`config.mk`:
```
export PLATFORM = sky130hd
export DESIGN_NAME = random_heading_walk_step
export DESIGN_NICKNAME = d
export VERILOG_FILES = /design/src/rtl/core/rhws_pkg.sv /design/src/rtl/core/rhws_ctrl.sv /design/src/rtl/core/rhws_dp.sv /design/src/rtl/core/random_heading_walk_step.sv
export SDC_FILE = /design/constraint.sdc
export NUM_CORES = 2
export LEC_CHECK = 0
export ABC_AREA = 1
export CAP_MARGIN = 20
export CORE_UTILIZATION = 25
export CTS_BUF_LIST = sky130_fd_sc_hd__clkbuf_4
export CTS_CLUSTER_DIAMETER = 200
export DETAILED_ROUTE_END_ITERATION = 12
export DONT_BUFFER_PORTS = 1
export GPL_ROUTABILITY_DRIVEN = 0
export PLACE_DENSITY = 0.4
export REMOVE_ABC_BUFFERS = 1
export SETUP_SLACK_MARGIN = 0.05
export SYNTH_ARGS = -nofsm -noshare
export SYNTH_HDL_FRONTEND = slang
export SYNTH_SLANG_ARGS = --single-unit
```
`constraint.sdc`:
```
create_clock -name clk -period 10.7 [get_ports clk]
set_input_delay 1.07 -clock clk [delete_from_list [all_inputs] [get_ports clk]]
set_output_delay 1.07 -clock clk [all_outputs]
set_load 0.005 [all_outputs]
```
`src/rtl/core/rhws_pkg.sv`:
```
`default_nettype none

package rhws_pkg;

	localparam int ITER_IDX_W = 5;
	localparam int CORDIC_W   = 34;
	localparam int CFG_IDX_W  = 2;
	localparam int CFG_DATA_W = 16;

	localparam logic [CFG_IDX_W-1:0] CFG_LEFT_BIAS  = 2'd0;
	localparam logic [CFG_IDX_W-1:0] CFG_RIGHT_BIAS = 2'd1;
	localparam logic [CFG_IDX_W-1:0] CFG_VELOCITY   = 2'd2;

	localparam logic [CFG_DATA_W-1:0] VELOCITY_RST = 16'd256;

	localparam logic signed [CORDIC_W-1:0] CORDIC_START = 34'sd652032874;

	typedef struct packed {
		logic                  start;
		logic                  iter;
		logic [ITER_IDX_W-1:0] iter_idx;
		logic                  mul_x;
		logic                  mul_y;
		logic                  upd_y;
		logic                  load_out;
	} dp_cmd_t;

	function automatic logic [29:0] atan_val(input logic [ITER_IDX_W-1:0] idx);
		logic [29:0] v;
		case (idx)
			5'd0:    v = 30'd536870912;
			5'd1:    v = 30'd316933406;
			5'd2:    v = 30'd167458907;
			5'd3:    v = 30'd85004756;
			5'd4:    v = 30'd42667331;
			5'd5:    v = 30'd21354465;
			5'd6:    v = 30'd10679838;
			5'd7:    v = 30'd5340245;
			5'd8:    v = 30'd2670163;
			5'd9:    v = 30'd1335087;
			5'd10:   v = 30'd667544;
			5'd11:   v = 30'd333772;
			5'd12:   v = 30'd166886;
			5'd13:   v = 30'd83443;
			5'd14:   v = 30'd41722;
			5'd15:   v = 30'd20861;
			5'd16:   v = 30'd10430;
			5'd17:   v = 30'd5215;
			5'd18:   v = 30'd2608;
			5'd19:   v = 30'd1304;
			5'd20:   v = 30'd652;
			5'd21:   v = 30'd326;
			5'd22:   v = 30'd163;
			5'd23:   v = 30'd81;
			default: v = 30'd0;
		endcase
		return v;
	endfunction

endpackage

`default_nettype wire

```
`src/rtl/core/rhws_ctrl.sv`:
```
`default_nettype none

module rhws_ctrl
	import rhws_pkg::*;
#(
	parameter int CORDIC_ITERS = 16
) (
	input  wire logic    clk,
	input  wire logic    arst_n,
	input  wire logic    in_valid,
	output logic         in_ready,
	output logic         out_valid,
	input  wire logic    out_ready,
	output dp_cmd_t      cmd
);

	typedef enum logic [2:0] {
		S_IDLE,
		S_ITER,
		S_MULX,
		S_MULY,
		S_UPDY,
		S_HOLD
	} state_t;

	localparam logic [ITER_IDX_W-1:0] LAST_ITER = ITER_IDX_W'(CORDIC_ITERS - 1);

	state_t                state_q;
	logic [ITER_IDX_W-1:0] cnt_q;
	logic                  out_valid_q;
	logic                  load_out;

	assign load_out  = (state_q == S_HOLD) && (!out_valid_q || out_ready);
	assign in_ready  = (state_q == S_IDLE);
	assign out_valid = out_valid_q;

	always_comb begin
		cmd.start    = (state_q == S_IDLE) && in_valid;
		cmd.iter     = (state_q == S_ITER);
		cmd.iter_idx = cnt_q;
		cmd.mul_x    = (state_q == S_MULX);
		cmd.mul_y    = (state_q == S_MULY);
		cmd.upd_y    = (state_q == S_UPDY);
		cmd.load_out = load_out;
	end

	always_ff @(posedge clk or negedge arst_n) begin
		if (!arst_n) begin
			state_q     <= S_IDLE;
			cnt_q       <= '0;
			out_valid_q <= 1'b0;
		end else begin
			if (load_out) begin
				out_valid_q <= 1'b1;
			end else if (out_ready) begin
				out_valid_q <= 1'b0;
			end
			case (state_q)
				S_IDLE: begin
					if (in_valid) begin
						cnt_q   <= '0;
						state_q <= S_ITER;
					end
				end
				S_ITER: begin
					cnt_q <= cnt_q + 1'b1;
					if (cnt_q == LAST_ITER) begin
						state_q <= S_MULX;
					end
				end
				S_MULX: state_q <= S_MULY;
				S_MULY: state_q <= S_UPDY;
				S_UPDY: state_q <= S_HOLD;
				S_HOLD: begin
					if (load_out) begin
						state_q <= S_IDLE;
					end
				end
				default: state_q <= S_IDLE;
			endcase
		end
	end

endmodule

`default_nettype wire

```
`src/rtl/core/rhws_dp.sv`:
```
`default_nettype none

module rhws_dp
	import rhws_pkg::*;
#(
	parameter int ANGLE_BITS = 16,
	parameter int POS_BITS   = 32
) (
	input  wire logic                         clk,
	input  wire logic                         arst_n,
	input  wire logic                         cfg_we,
	input  wire logic [CFG_IDX_W-1:0]         cfg_index,
	input  wire logic [CFG_DATA_W-1:0]        cfg_data,
	input  wire logic [15:0]                  random_fraction,
	input  wire dp_cmd_t                      cmd,
	output logic      [ANGLE_BITS-1:0]        heading,
	output logic signed [POS_BITS-1:0]        pos_x,
	output logic signed [POS_BITS-1:0]        pos_y
);

	localparam int TW    = ((ANGLE_BITS > 17) ? ANGLE_BITS : 17) + 1;
	localparam int PW    = 49;
	localparam int DW    = PW - 22;
	localparam int SW    = ((POS_BITS > DW) ? POS_BITS : DW) + 1;
	localparam logic signed [PW-1:0] ROUND_HALF = PW'(1) << 21;
	localparam logic signed [SW-1:0] POS_HI = {{(SW-POS_BITS+1){1'b0}}, {(POS_BITS-1){1'b1}}};
	localparam logic signed [SW-1:0] POS_LO = {{(SW-POS_BITS+1){1'b1}}, {(POS_BITS-1){1'b0}}};

	logic [15:0] left_bias_q;
	logic [15:0] right_bias_q;
	logic [15:0] velocity_q;

	logic        [ANGLE_BITS-1:0] heading_q;
	logic signed [POS_BITS-1:0]   x_q;
	logic signed [POS_BITS-1:0]   y_q;

	logic signed [CORDIC_W-1:0] cx_q;
	logic signed [CORDIC_W-1:0] cy_q;
	logic signed [CORDIC_W-1:0] z_q;
	logic                       flip_q;
	logic signed [PW-1:0]       prod_q;

	logic [16:0]           span;
	logic [32:0]           tprod;
	logic [TW-1:0]         newh_w;
	logic [ANGLE_BITS-1:0] newh;
	logic [31:0]           a32;
	logic                  flip_n;
	logic [31:0]           zang;

	logic signed [CORDIC_W-1:0] xs;
	logic signed [CORDIC_W-1:0] ys;
	logic signed [CORDIC_W-1:0] at;

	logic signed [CORDIC_W-1:0] mop_src;
	logic signed [CORDIC_W-1:0] mop;
	logic signed [16:0]         mul_a;
	logic signed [31:0]         mul_b;
	logic signed [PW-1:0]       prod_n;

	logic signed [PW-1:0]       rnd;
	logic signed [DW-1:0]       delta;
	logic signed [POS_BITS-1:0] pos_src;
	logic signed [SW-1:0]       sum;
	logic signed [POS_BITS-1:0] sat_n;

	// turn and new heading
	always_comb begin
		span   = {1'b0, left_bias_q} + {1'b0, right_bias_q};
		tprod  = random_fraction * span;
		newh_w = TW'(heading_q) + TW'(tprod[32:16]) - TW'(left_bias_q);
		newh   = newh_w[ANGLE_BITS-1:0];
		a32    = {newh, {(32-ANGLE_BITS){1'b0}}};
		flip_n = a32[31] ^ a32[30];
		zang   = {a32[31] ^ flip_n, a32[30:0]};
	end

	// one cordic micro-rotation
	always_comb begin
		xs = cx_q >>> cmd.iter_idx;
		ys = cy_q >>> cmd.iter_idx;
		at = $signed({4'b0000, atan_val(cmd.iter_idx)});
	end

	// shared multiplier
	always_comb begin
		mop_src = cmd.mul_y ? cy_q : cx_q;
		mop     = flip_q ? -mop_src : mop_src;
		mul_a   = $signed({1'b0, velocity_q});
		mul_b   = mop[31:0];
		prod_n  = mul_a * mul_b;
	end

	// round, add and saturate
	always_comb begin
		rnd     = prod_q + ROUND_HALF;
		delta   = rnd[PW-1:22];
		pos_src = cmd.upd_y ? y_q : x_q;
		sum     = SW'(pos_src) + SW'(delta);
		if (sum > POS_HI) begin
			sat_n = POS_HI[POS_BITS-1:0];
		end else if (sum < POS_LO) begin
			sat_n = POS_LO[POS_BITS-1:0];
		end else begin
			sat_n = sum[POS_BITS-1:0];
		end
	end

	always_ff @(posedge clk or negedge arst_n) begin
		if (!arst_n) begin
			left_bias_q  <= '0;
			right_bias_q <= '0;
			velocity_q   <= VELOCITY_RST;
			heading_q    <= '0;
			x_q          <= '0;
			y_q          <= '0;
		end else begin
			if (cfg_we) begin
				case (cfg_index)
					CFG_LEFT_BIAS:  left_bias_q  <= cfg_data;
					CFG_RIGHT_BIAS: right_bias_q <= cfg_data;
					CFG_VELOCITY:   velocity_q   <= cfg_data;
					default: ;
				endcase
			end
			if (cmd.start) begin
				heading_q <= newh;
			end
			if (cmd.mul_y) begin
				x_q <= sat_n;
			end
			if (cmd.upd_y) begin
				y_q <= sat_n;
			end
		end
	end

	always_ff @(posedge clk) begin
		if (cmd.start) begin
			cx_q   <= CORDIC_START;
			cy_q   <= '0;
			z_q    <= {{(CORDIC_W-32){zang[31]}}, zang};
			flip_q <= flip_n;
		end else if (cmd.iter) begin
			if (!z_q[CORDIC_W-1]) begin
				cx_q <= cx_q - ys;
				cy_q <= cy_q + xs;
				z_q  <= z_q - at;
			end else begin
				cx_q <= cx_q + ys;
				cy_q <= cy_q - xs;
				z_q  <= z_q + at;
			end
		end
		if (cmd.mul_x || cmd.mul_y) begin
			prod_q <= prod_n;
		end
		if (cmd.load_out) begin
			heading <= heading_q;
			pos_x   <= x_q;
			pos_y   <= y_q;
		end
	end

endmodule

`default_nettype wire

```
`src/rtl/core/random_heading_walk_step.sv`:
```
//  channel   direction  handshake                 payload
//  cfg       in         cfg_we                    cfg_index, cfg_data
//  request   in         in_valid / in_ready       random_fraction
//  result    out        out_valid / out_ready     heading, pos_x, pos_y
//
//  one request runs through the iter, mulx, muly and updy states and its result is
//  loaded from the hold state, using the single shared cordic stage and multiplier
//  in_ready is high only while the controller is idle, so a new request is not
//  taken until the result of the previous one has been loaded
//  a result waiting on out_ready lets the next request in but holds its result back
//  arst_n clears heading, position and the registers (velocity to 1.0)
`default_nettype none

module random_heading_walk_step
	import rhws_pkg::*;
#(
	parameter int ANGLE_BITS   = 16,
	parameter int POS_BITS     = 32,
	parameter int CORDIC_ITERS = 16
) (
	input  wire logic                        clk,
	input  wire logic                        arst_n,
	input  wire logic                        cfg_we,
	input  wire logic [CFG_IDX_W-1:0]        cfg_index,
	input  wire logic [CFG_DATA_W-1:0]       cfg_data,
	input  wire logic                        in_valid,
	output logic                             in_ready,
	input  wire logic [15:0]                 random_fraction,
	output logic                             out_valid,
	input  wire logic                        out_ready,
	output logic      [ANGLE_BITS-1:0]       heading,
	output logic signed [POS_BITS-1:0]       pos_x,
	output logic signed [POS_BITS-1:0]       pos_y
);

	dp_cmd_t cmd;

	rhws_ctrl #(
		.CORDIC_ITERS(CORDIC_ITERS)
	) u_ctrl (
		.clk       (clk),
		.arst_n    (arst_n),
		.in_valid  (in_valid),
		.in_ready  (in_ready),
		.out_valid (out_valid),
		.out_ready (out_ready),
		.cmd       (cmd)
	);

	rhws_dp #(
		.ANGLE_BITS(ANGLE_BITS),
		.POS_BITS  (POS_BITS)
	) u_dp (
		.clk             (clk),
		.arst_n          (arst_n),
		.cfg_we          (cfg_we),
		.cfg_index       (cfg_index),
		.cfg_data        (cfg_data),
		.random_fraction (random_fraction),
		.cmd             (cmd),
		.heading         (heading),
		.pos_x           (pos_x),
		.pos_y           (pos_y)
	);

endmodule

`default_nettype wire

```
Word-level counts from Yosys, hierarchy flattened
Memory sizes are Yosys's and may differ from the RTL's.
Index checks and enable logic that the tools add are counted.
{ "totals": {"reg_bits": 369, "romBits": 960, "input_bits": 39, "output_inout_bits": 82, "wordCells": 84, "mem_count": 1} }
{ "mem_list": {"columns": ["memory", "words", "word_bits", "read_ports", "rd_ports_with_merged_regs", "write_ports", "line", "source"], "rows": [
  ["(name not given)", 32, 30, 1, 0, 0, "rhws_pkg.sv:30", "case (idx)"]
]} }
{ "classes": {"n_addsub": 13, "n_mul": 2, "order_cmp": 2, "n_eq_ne": 11, "n_shift": 2, "muxes": 18, "bitwise": 2, "n_reduce_logical": 15} }
{ "ops": {"columns": ["cell", "count"], "rows": [
  ["$mux 34", 5],
  ["$mux 32", 5],
  ["$add 34x34->34", 2],
  ["$sshr 34x5->34", 2],
  ["$sub 34x34->34", 2],
  ["$add 49x23->49 const B", 1],
  ["$mul 17x32->49", 1],
  ["$add 34x31->34", 1],
  ["$sub 34x31->34", 1],
  ["$add 32x27->33", 1],
  ["$gt 33x32->1 const B", 1],
  ["$lt 33x32->1 const B", 1],
  ["$mul 16x17->32", 1],
  ["$neg 32->32", 1],
  ["$pmux 3 s6", 1],
  ["$add 16x16->17", 1],
  ["$add 16x16->16", 1],
  ["$sub 16x16->16", 1],
  ["$pmux 5 s2", 1],
  ["$mux 3", 3],
  ["$reduce_and 2->1", 4],
  ["$eq 3x2->1 const B", 2],
  ["$eq 3x3->1 const B", 2],
  ["$reduce_bool 2->1", 3],
  ["16 further kinds", 21]
]} }

Depth between registers and ports, before layout
{ "logic_depth": {"word_depth": 7, "mapped_depth": 54} }

Cells and area by module
Synthesis repeated with hierarchy kept, for this count alone.
{ "unflattened": {"hier_cells": 7393, "hier_area_um2": 54728.7} }
{ "by_module_without_submodules": {"columns": ["module", "instances", "cells_per_inst", "area_each_um2", "seq_area_each_um2"], "rows": [
  ["rhws_dp", 1, 7322, 54192.0, 8699.6],
  ["rhws_ctrl", 1, 71, 536.8, 225.2]
]} }

Worst setup path before layout
Ideal clock, no wire load.
{ "synth_path": {"path_kind": "register to register", "startpoint": "register u_dp.left_bias_q[0]", "endpoint": "register u_dp.flip_q (data pin)", "setup_ps": 252, "arrival_time_ps": 9003, "setup_slack_ps": 1445, "stages_incl_launch_ff": 50, "n_path_buf": 1, "path_cell_list": "dfrtp_1 ha_1 inv_1 fa_1 inv_1 nand2_1 nand2_1 o21ai_0 o21ai_1 a21oi_1 o21ai_1 a21oi_1 or2_2 o21ai_1 or2_2 nand2_1 inv_2 buf_2 (+14 left out) nand3_1 nand2_1 o211ai_1 a31oi_1 o21ai_0 xor2_1 fa_1 ha_1 a21oi_1 nor2_1 a211oi_1 inv_1 a221oi_1 inv_1 nand3_1 nand2_1 nand2_1 nand2_1"} }
{ "synth_via": {"elab_chain_len": 5} }
{ "synth_lines": {"columns": ["item", "line", "source"], "rows": [
  ["from (decl)", "rhws_dp.sv:29", "logic [15:0] left_bias_q;"],
  ["from (signal assigned)", "rhws_dp.sv:120", "CFG_LEFT_BIAS: left_bias_q <= cfg_data;"],
  ["$add 16x16->17", "rhws_dp.sv:69", "span = {1'b0, left_bias_q} + {1'b0, right_bias_q};"],
  ["$mul 16x17->32", "rhws_dp.sv:70", "tprod = random_fraction * span;"],
  ["$add 16x16->16", "rhws_dp.sv:71", "newh_w = TW'(heading_q) + TW'(tprod[32:16]) - TW'(left_bias_q);"],
  ["$sub 16x16->16 *", "rhws_dp.sv:71", null],
  ["$xor 1x1->1 *", "rhws_dp.sv:74", "flip_n = a32[31] ^ a32[30];"],
  ["named net u_dp.flip_n", "rhws_dp.sv:48", "logic flip_n;"],
  ["to (signal assigned)", "rhws_dp.sv:143", "flip_q <= flip_n;"],
  ["to (decl)", "rhws_dp.sv:40", "logic flip_q;"]
]} }
The timed path passes the listed nets; every way through them passes the cells marked *.
A chain may end at the register's enable or synchronous reset.

Worst setup path after layout
{ "layout_path": {"startpoint": "register u_dp.left_bias_q[0]", "endpoint": "register u_dp.z_q[30] (data pin)"} }
{ "layout_via": {"elab_chain_len": 5} }
{ "layout_lines": {"columns": ["item", "line", "source"], "rows": [
  ["$add 16x16->17", "rhws_dp.sv:69", null],
  ["$mul 16x17->32", "rhws_dp.sv:70", null],
  ["$add 16x16->16", "rhws_dp.sv:71", null],
  ["$sub 16x16->16 *", "rhws_dp.sv:71", null],
  ["$mux 34 *", "rhws_dp.sv:139", "if (cmd.start) begin"],
  ["to (signal assigned)", "rhws_dp.sv:142", "z_q <= {{(CORDIC_W-32){zang[31]}}, zang};"],
  ["to (signal assigned)", "rhws_dp.sv:148", "z_q <= z_q - at;"],
  ["to (signal assigned)", "rhws_dp.sv:152", "z_q <= z_q + at;"],
  ["to (decl)", "rhws_dp.sv:39", "logic signed [CORDIC_W-1:0] z_q;"]
]} }
Mark *: on every way between the ends. The rest lies on a longest branch, timed or not.

==> flow_metrics.tcl <==
set metrics [dict create \
    start_kind "flip-flop" \
    wl_per_cell_microns 19.82 \
    path_max_fanout 8 \
    hp-class "in2reg" \
    syn_area_per_cell_sq_um 7.358 \
    muxShareOfSynthArea_pct 0.07214 \
    slowest_delay_ns 0.55 \
    fin_crit_sh_pct 93.18 \
    ys_warn_count 0 \
    crit_top_cell "nand2_1" \
    h-tree-depth 3 \
    cts_buffers 104 \
    gr-total-overflow 0 \
    synth_largest_area_cell "fa_1" \
    final_hold_viol_count 0 \
    core-area_sq_um 220200 \
    synth_area_sq_um 55500 \
    ys_async_sr_fraction_pct 39.37 \
    grt_max_degree 138 \
    rsz0062_at_grt "yes" \
    cts_tree "built" \
    synthSimpleGateAreaFrac_pct 23.51 \
    hpwlAfterDp_microns 170200 \
    core.rowCount 172 \
    die_height_microns 473.2 \
    synth-edff-count 127 \
    num-fill-cells 24483 \
    root_buffer "clkbuf_4" \
    grt_pass1_wl_microns 314700 \
    grt_pass1_vias 49735 \
    io_buffer_count 0 \
    area_growth_pct 8.537 \
    drt-initial-drc-count 3301 \
    finalClockSkew_ns 0.1077 \
    synthAdderAreaFrac_pct 34.46 \
    first_pass_iters 6 \
    fmax_mhz 100.3 \
    regArea_sq_um 8935 \
    grt.total_usage_pct 18.58 \
    setup_violations 0 \
    finalNetCount 8617 \
    status "complete, no violations" \
    synth-xor-area-share_pct 4.006 \
    yosysMostFrequentCell "nand2_1" \
    maxCapViolCount 0 \
    ys_top_cells_by_area "fa_1 26%, nand2_1 13%, inv_1 9.1%" \
    num_vias 48920 \
    setup.worst_path.class "reg2reg" \
    synth_seq_area_share_pct 16.08 \
    ant_nets 0 \
    die_w_microns 473.2 \
    synth_top_family_by_area "adder cells" \
    slew_headroom_pct 24.25 \
    multi_input_area_sq_um 40250 \
    worstSetupEndpointType "flip-flop" \
    arrival_ns 10.76 \
    clock_sinks 348 \
    antenna_found_initial 9 \
    drive_gt1_share_pct 5.924 \
    wirelength_microns 208600 \
    pin_count 121 \
    synth_compound_gate_area_share_pct 10.31 \
    routed_via_density 4.649 \
    crit_slowest_cell "fa_1" \
    worst-path-buf-inv 11 \
    drv_slew 0 \
    die_area_sq_um 223900 \
    synth_cell_types 71 \
    start_util_pct 25.21 \
    worst_skew_pair.late_latency_ns 1.05 \
    ys_ff_latch 348 \
    crit_family "adder cells" \
    synthTopCellsByCount "1862 x nand2_1, 1350 x inv_1, 713 x fa_1, 686 x nor2_1, 402 x nand3_1" \
    synthCells 7543 \
    required_ns 11.49 \
    ys.flop_type "dfrtp_1" \
    clkSlewWorstSetupHoldPaths_ns 0.07 \
    worst_pin_slew_ns 1.124 \
    cts.path.max_buffers 3 \
    remaining_drc_errors 0 \
    synth_top_area_share_pct 25.72 \
    post-route-min-period_ns 9.970 \
    fin_setup_tns_ns 0 \
]
[worst register-to-register path, delay by kind of cell (launching register included)]
family | cells | cell delay, ns
AND/OR/NAND/NOR | 11 | 1.45
XOR/XNOR | 2 | 0.40
adder cells (fa/ha/maj) | 11 | 4.47
AO/OA/AOI/OAI | 10 | 1.90
flip-flops | 1 | 0.41
buffers and inverters | 11 | 1.15
[area by class of cell]
| cell class | instances | share of cell area (%) |
|---|---|---|
| Multi-Input combinational cell | 5547 | 66.82 |
| Antenna cell | 3 | 0.01246 |
| Tap cell | 2958 | 6.144 |
| Inverter | 1384 | 8.653 |
| Clock buffer | 166 | 2.069 |
| Clock inverter | 25 | 0.2160 |
| Timing Repair Buffer | 92 | 1.259 |
| Sequential cell | 348 | 14.83 |
[what timing repair did]
item	4_1_cts	5_1_grt
setup endpoints to repair	0	20
endpoints found under the hold margin	137	0
gates resized for setup	0	20
buffers inserted	0	9
hold buffers	2	0
[registers in the layout, summed over array words and instances, names as in the netlist]
signal / flops
u_dp.prod_q: 28
u_ctrl.state_q: 3
u_dp.x_q: 32
u_dp.left_bias_q: 16
u_dp.cx_q: 34
u_dp.pos_y: 32
u_dp.heading_q: 16
u_dp.right_bias_q: 16
u_dp.flip_q: 1
u_dp.velocity_q: 16
u_dp.cy_q: 34
u_dp.pos_x: 32
u_dp.heading: 16
u_ctrl.out_valid: 1
u_dp.z_q: 34
u_dp.y_q: 32
u_ctrl.cnt_q: 5
[placed cells by master (no fill, tap or decap), drive strengths merged, types with 15 or more instances in the layout]
cell    Yosys  final
inv      1373   1371
nand2    1890   1890
a31oi      89     89
nor2      714    714
xnor2      92     92
nor3       54     54
a21o       19     19
edfxtp    127    127
nor4       22     22
or2        37     37
fa        713    713
xor2      161    161
clkinv     11     33
a21oi     337    337
o22ai      15     15
nand4      37     37
o21bai     20     20
nand3     409    409
dfrtp     136    136
ha        388    388
o211ai     33     33
clkbuf    153    166
buf       111     91
dfxtp      84     84
o21a       19     19
o21ai     404    404
[through the flow]
stage	hold WS [ns]	instances	cell area (sq um)	setup slack, ns	utilization, %
global route	0.1994	10523	60240	0.003671	27.36
detailed placement	0.4504	10316	58620	0.1467	26.63
CTS	0.1158	10509	60040	0.1721	27.27
global placement	0.4402	10316	58620	0.3299	26.63
floorplan	0.4249	7279	54280	1.522	-
finish	0.2715	10523	60240	0.7300	27.36
[cells by family after synthesis]
group,after synthesis
XOR/XNOR,253
buffers and inverters,1648
multiplexers,4
adder cells (fa/ha/maj),1101
AND/OR/NAND/NOR,3180
flip-flops,348
AO/OA/AOI/OAI,1009
[final timing paths]
check / start / endpoint / slack (ns) / depth (start not counted)
max: u_dp.left_bias_q[0] / u_dp.z_q[30] / 0.73 / 45
min: cfg_data[15] / u_dp.velocity_q[15] / 0.27 / 2
max reg2reg: u_dp.left_bias_q[0] / u_dp.z_q[30] / 0.73 / 45
min reg2reg: u_dp.x_q[31] / u_dp.pos_x[31] / 0.46 / 0
max in group asynchronous: arst_n / u_dp.velocity_q[0] / 9.15 / 2
min in group asynchronous: arst_n / u_ctrl.cnt_q[2] / 0.75 / 2
[per-layer routing]
metal	wire length [microns]	track usage (%)	vias to the layer above	part of all wire [%]
met5	57	0	-	0.027
met4	4417	4.521	8	2.1
met3	9310	2.453	195	4.5
met2	98480	31.21	1120	47
met1	96300	25.04	24132	46
li1	-	-	23465	-
Power is left out: the tool's default activity adds up to more than one toggle a clock period on the data nets, which glitch-free logic cannot reach.
